`src/uest_pkg.sv`:
```
// Package: shared constants, types and controller/datapath command structs.
package uest_pkg;

  localparam int NumOps      = 256;
  localparam int IdxW        = $clog2(NumOps);
  localparam int LogFracBits = 16;
  localparam int FracSteps   = LogFracBits + 1;
  localparam int StepW       = $clog2(FracSteps + 1);
  localparam int ExpW        = 6;
  localparam int BitsW       = 23;
  localparam int TotW        = 48;
  localparam int CntW        = 32;
  localparam int RecW        = BitsW + TotW + CntW;

  localparam logic [BitsW-1:0] ThreshReset = BitsW'(327680);
  localparam logic [63:0]      Sign64      = 64'h8000_0000_0000_0000;
  localparam logic [62:0]      InfMag      = 63'h7FF0_0000_0000_0000;

  typedef struct packed {
    logic accept;
    logic load;
    logic norm;
    logic mul;
    logic acc;
    logic fin;
    logic upd;
  } cmd_t;

  typedef struct packed {
    logic norm_done;
    logic last_step;
    logic out_free;
  } status_t;

endpackage

```
`src/uest_ctrl.sv`:
```
// Controller: sequences accept, normalize, squaring steps, rounding and update.
module uest_ctrl (
  input  logic              clk_i,
  input  logic              rst_ni,
  input  logic              in_valid_i,
  output logic              in_ready_o,
  input  uest_pkg::status_t status_i,
  output uest_pkg::cmd_t    cmd_o
);
  import uest_pkg::*;

  localparam logic [2:0] StIdle = 3'd0;
  localparam logic [2:0] StLoad = 3'd1;
  localparam logic [2:0] StNorm = 3'd2;
  localparam logic [2:0] StMul  = 3'd3;
  localparam logic [2:0] StAcc  = 3'd4;
  localparam logic [2:0] StFin  = 3'd5;
  localparam logic [2:0] StUpd  = 3'd6;

  logic [2:0] state_q, state_d;

  always_comb begin
    state_d    = state_q;
    cmd_o      = '0;
    in_ready_o = 1'b0;
    case (state_q)
      StIdle: begin
        in_ready_o = 1'b1;
        if (in_valid_i) begin
          cmd_o.accept = 1'b1;
          state_d      = StLoad;
        end
      end
      StLoad: begin
        cmd_o.load = 1'b1;
        state_d    = StNorm;
      end
      StNorm: begin
        if (status_i.norm_done) begin
          state_d = StMul;
        end else begin
          cmd_o.norm = 1'b1;
        end
      end
      StMul: begin
        cmd_o.mul = 1'b1;
        state_d   = StAcc;
      end
      StAcc: begin
        cmd_o.acc = 1'b1;
        state_d   = status_i.last_step ? StFin : StMul;
      end
      StFin: begin
        cmd_o.fin = 1'b1;
        state_d   = StUpd;
      end
      StUpd: begin
        if (status_i.out_free) begin
          cmd_o.upd = 1'b1;
          state_d   = StIdle;
        end
      end
      default: state_d = StIdle;
    endcase
  end

  always_ff @(posedge clk_i or negedge rst_ni) begin
    if (!rst_ni) begin
      state_q <= StIdle;
    end else begin
      state_q <= state_d;
    end
  end

endmodule

```
`config.mk`:
```
export PLATFORM = sky130hd
export DESIGN_NAME = uest_ctrl
export DESIGN_NICKNAME = d
export VERILOG_FILES = /design/src/uest_pkg.sv /design/src/uest_ctrl.sv
export SDC_FILE = /design/constraint.sdc
export NUM_CORES = 1
export LEC_CHECK = 0
export BUFFER_PORTS_ARGS = -buffer_cell sky130_fd_sc_hd__buf_2
export CAP_MARGIN = 20
export CORE_AREA = 2 2 39 41
export DETAILED_ROUTE_END_ITERATION = 16
export DIE_AREA = 0 0 41 43
export PLACE_DENSITY_LB_ADDON = 0.1
export REMOVE_ABC_BUFFERS = 1
export SYNTH_ARGS = -nofsm -noshare
export SYNTH_HDL_FRONTEND = slang
export SYNTH_SLANG_ARGS = --single-unit
```
`constraint.sdc`:
```
create_clock -name clk_i -period 2.4 [get_ports clk_i]
set_input_delay 0 -clock clk_i [delete_from_list [all_inputs] [get_ports clk_i]]
set_output_delay 0 -clock clk_i [all_outputs]
set_load 0.02 [all_outputs]
```
## Word level (Yosys, flattened, before mapping)

Index checks and enable logic that the tools add are counted.

- Register bits after elaboration: 3
- Bits of input ports: 6
- Output and inout port bits: 8
- Word-level logic and storage cells: 28

- Eq/ne operators: 9
- Multiplexer cells: 16
- Reductions and logical operators: 2

Operator list:

| kind | number |
|---|---|
| 3-bit case mux with 7 select lines | 1 |
| 3-bit 2-to-1 mux | 4 |
| 1-bit 2-to-1 mux | 11 |
| 3-bit equality test (second input constant) | 3 |
| 3-bit by 2-bit equality test with 1-bit output (second input constant) | 2 |
| 2-bit != test (second input constant) | 3 |
| 3-bit by 1-bit equality test with 1-bit output (second input constant) | 1 |
| 3-bit zero test | 1 |
| 3-bit AND reduction | 1 |

## Depth between registers and ports, before layout

- Word-level depth: 3
- Depth in mapped cells: 4
- Depth with buffers taken out: 3

## Worst setup path after synthesis

OpenSTA, ideal clock, no wires.

- Path type: flip-flop to output port
- From: reg state_q[2]
- To: out cmd_o[4] (netlist bit)
- Arrival: 1.306 ns
- Path slack: 1.094 ns
- Stages on the path, launching flop included: 3
- Buffers on the path: 1
- Cells stage by stage: dfrtp_1 -> buf_2 -> nor4b_1

RTL lines:

| what | line | text |
|---|---|---|
| start, declared | uest_ctrl.sv:20 | `logic [2:0] state_q, state_d;` |
| start signal, assigned | uest_ctrl.sv:69 | `state_q <= StIdle;` |
| start signal, assigned | uest_ctrl.sv:71 | `state_q <= state_d;` |
| end, declared | uest_ctrl.sv:8 | `output uest_pkg::cmd_t cmd_o` |

==> results.py <==
metrics = {
    "route": {
        "routed_wl_um": 590,
        "routed_via_density": 4.21,
        "postRouteAntennaNets": 0,
        "drt_first_pass_iters": 2,
        "post-route-drc-count": 0,
        "routedWlPerCell_um": 10.5,
        "drt-initial-drc-count": 1,
        "via_count": 236,
    },
    "sta": {
        "slew-limit-headroom_pct": 75.0,
        "period_minus_slack_ns": 1.26,
        "period_share_pct": 52.6,
        "setup_viol": 0,
        "fin_setup_tns_ns": 0,
        "rsz0062_at_grt": "false",
        "worst_slew_pin_slew_ns": 0.375,
        "fin_worst_skew_ns": 0.00404,
        "final_max_slew_viol_count": 0,
        "hold_viol": 0,
        "max_freq_ghz": 0.793,
        "timing.final.ws_setup_ns": 1.14,
    },
    "clocking": {
        "cts_tree": "done",
        "cts_made_buffers": 3,
        "clock_path_buffers": 2,
        "htree_levels": 1,
        "cts_setup_buffers": 0,
        "clockRootBuffer": "clkbuf_4",
        "cts.clk_slew.worst_paths_ns": 0.03,
        "clock_latency_ns": 0.24,
        "clock_sinks": 3,
    },
    "synth": {
        "synth-simple-area-share_pct": 43.3,
        "synth_edf_count": 0,
        "syn_area_um2": 234,
        "post-synth-top-count-cell": "dfrtp_1",
        "synthMuxAreaShare_pct": 0,
        "synth.largest_area_cell": "dfrtp_1",
        "synth-xor-area-share_pct": 0,
        "synth_top_area_share_pct": 32.1,
        "synth.ff_latch_count": 3,
        "synth_top_family_by_area": "simple AND/OR/NAND/NOR gates",
        "ys.flop_type": "dfrtp_1",
        "yosysWarnings": 0,
        "yosys-top-cells-count": "dfrtp_1, a211oi_1, and3b_1, buf_2, nor3b_1",
        "syn_inst": 25,
        "synthTopCellsByArea": "dfrtp_1, and3b_1, a211oi_1",
        "yosysSeqAreaShare_pct": 32.1,
        "synthAdderAreaFrac_pct": 0,
        "syn_area_per_cell_um2": 9.36,
        "synth-compound-area-share_pct": 13.9,
        "synthDistinctLibCells": 19,
        "async_reset_ff_share_pct": 100,
    },
    "worst_setup_path": {
        "reg2reg_to": "state_q[2]",
        "crit_type": "register to primary output",
        "cp.required_ns": 2.40,
        "path_max_fanout": 13,
        "cp-start-kind": "register",
        "r2r_slack_ns": 1.14,
        "endpoint": "cmd_o[6]",
        "critPathArrivalTime_ns": 1.26,
        "rr_startpoint": "state_q[2]",
        "r2r_cells": 2,
        "startpoint": "state_q[1]",
        "cp-end-kind": "primary output",
    },
    "final_layout": {
        "largest_reg_flops": 3,
        "syn2layout_area_growth_pct": 42.8,
        "layout-drive-gt1-share_pct": 45.0,
        "final_nets": 47,
        "reg.largest.list": "state_q x3",
        "diodes": 0,
        "largest-register": "state_q",
    },
    "floorplanning": {
        "rows": 14,
        "dieArea_um2": 1760,
        "ios": 14,
        "initial_core_util_pct": 16.9,
        "die_width_um": 41,
        "die_height_um": 43,
        "coreArea_um2": 1380,
    },
    "power_and_ir_drop": {
        "seqPwrFrac_pct": 34.7,
        "p_per_area_nw_per_um2": 1280,
        "ir_worst_vdd_uv": 450,
        "switchingPower_mw": 0.199,
        "clkPwrFrac_pct": 21.1,
        "power.internal_mw": 0.229,
        "p_comb_share_pct": 44.2,
        "sw_frac_of_total_pct": 46.5,
        "power.leakage_nw": 0.178,
        "total_power_mw": 0.427,
    },
    "global_route": {
        "grt-ovfl-total": 0,
        "grt_pass1_wl_um": 917,
        "antenna_found_initial": 0,
        "track_usage_pct": 8.74,
        "grt_start_max_net_pins": 14,
        "grt_pass1_vias": 227,
    },
    "worst_hold_path": {
        "worstHoldPathType": "input port to register",
    },
    "flow_run": {
        "drv_cap": 0,
    },
    "placed_design": {
        "dp_slack_ns": 1.14,
        "gp_congestion": 0.695,
        "place.port_buffers": 13,
    },
    "outcome": {
        "status": "complete, no violations",
    },
}
worst min path at each step:
stage | startpoint | end | cells past startpoint
floorplan | rst_ni | state_q[0] | 0
global placement | rst_ni | state_q[2] | 1
detailed placement | rst_ni | state_q[0] | 1
CTS | status_i[2] | state_q[0] | 3
global route | status_i[2] | state_q[0] | 3
finish | status_i[2] | state_q[0] | 3
cell families (layout without fill, tap and decap cells):
group	after synthesis	after routing
and+or+nand+nor	13	13
AOI/OAI and AO/OA	5	5
buffers and inverters	4	19
DFF	3	3
worst max-delay path, stage by stage (launching register included):
cell     delay, ns
dfrtp_1       0.50
nor3_2        0.24
and2_1        0.14
buf_2         0.15
cell type report:
class	instances	area, um2
fillers	159	1050
multi-input cells	18	134
flip-flops and latches	3	75.1
repair buffers	14	75.1
clock buffers	4	26.3
well taps	16	20.0
inverters	1	3.75
per-stage QoR:
step	utilization [%]	instances	instance area, um2	hold WS [ns]
4_1_cts	24.1	56	334	0.0365
6_report	24.1	56	334	0.0457
2_1_floorplan	-	22	213	-0.296
3_3_place_gp	21.5	51	298	-0.202
5_1_grt	24.1	56	334	0.0527
3_5_place_dp	21.5	51	298	-0.203
placed cells by master, fill, tap and decap left out:
master and instances:
inv_1 1, and3b_1 2, dfrtp_1 3, a211oi_1 2
and4b_1 1, nand2b_1 1, nor3_1 1, o21ai_1 1
clkbuf_1 1, a21oi_1 1, and2_1 1, clkbuf_4 3
nor2_1 1, and4bb_2 1, nor3b_1 2, nor4b_1 1
dlygate4sd3_1 1, a21o_1 1, nor3_2 1, buf_2 13
or3_1 1
metal layers:
metal  global-route usage, %  vias to the layer above  part of all wire, %
li1                        -                      124                    -
met4                    12.0                        0                  2.0
met1                    9.03                       97                   45
met3                    3.14                        2                   10
met2                    10.9                       13                   42
met5                       0                        -                    0
power by group through the flow:
| stage | Sequential [mW] | Combinational [mW] | Clock, mW |
|---|---|---|---|
| 4_1_cts | 0.148 | 0.192 | 0.0968 |
| 2_1_floorplan | 0.127 | 0.139 | 0 |
| 6_report | 0.148 | 0.189 | 0.0901 |
| 3_3_place_gp | 0.144 | 0.191 | 0 |
| 5_1_grt | 0.157 | 0.204 | 0.102 |
| 3_5_place_dp | 0.149 | 0.190 | 0 |
repair_timing:
action | CTS | global route
endpoints found under the hold margin | 3 | 0
gates resized for setup | 0 | 0
hold buffers | 1 | 0
Power figures use the tool's default switching activity.
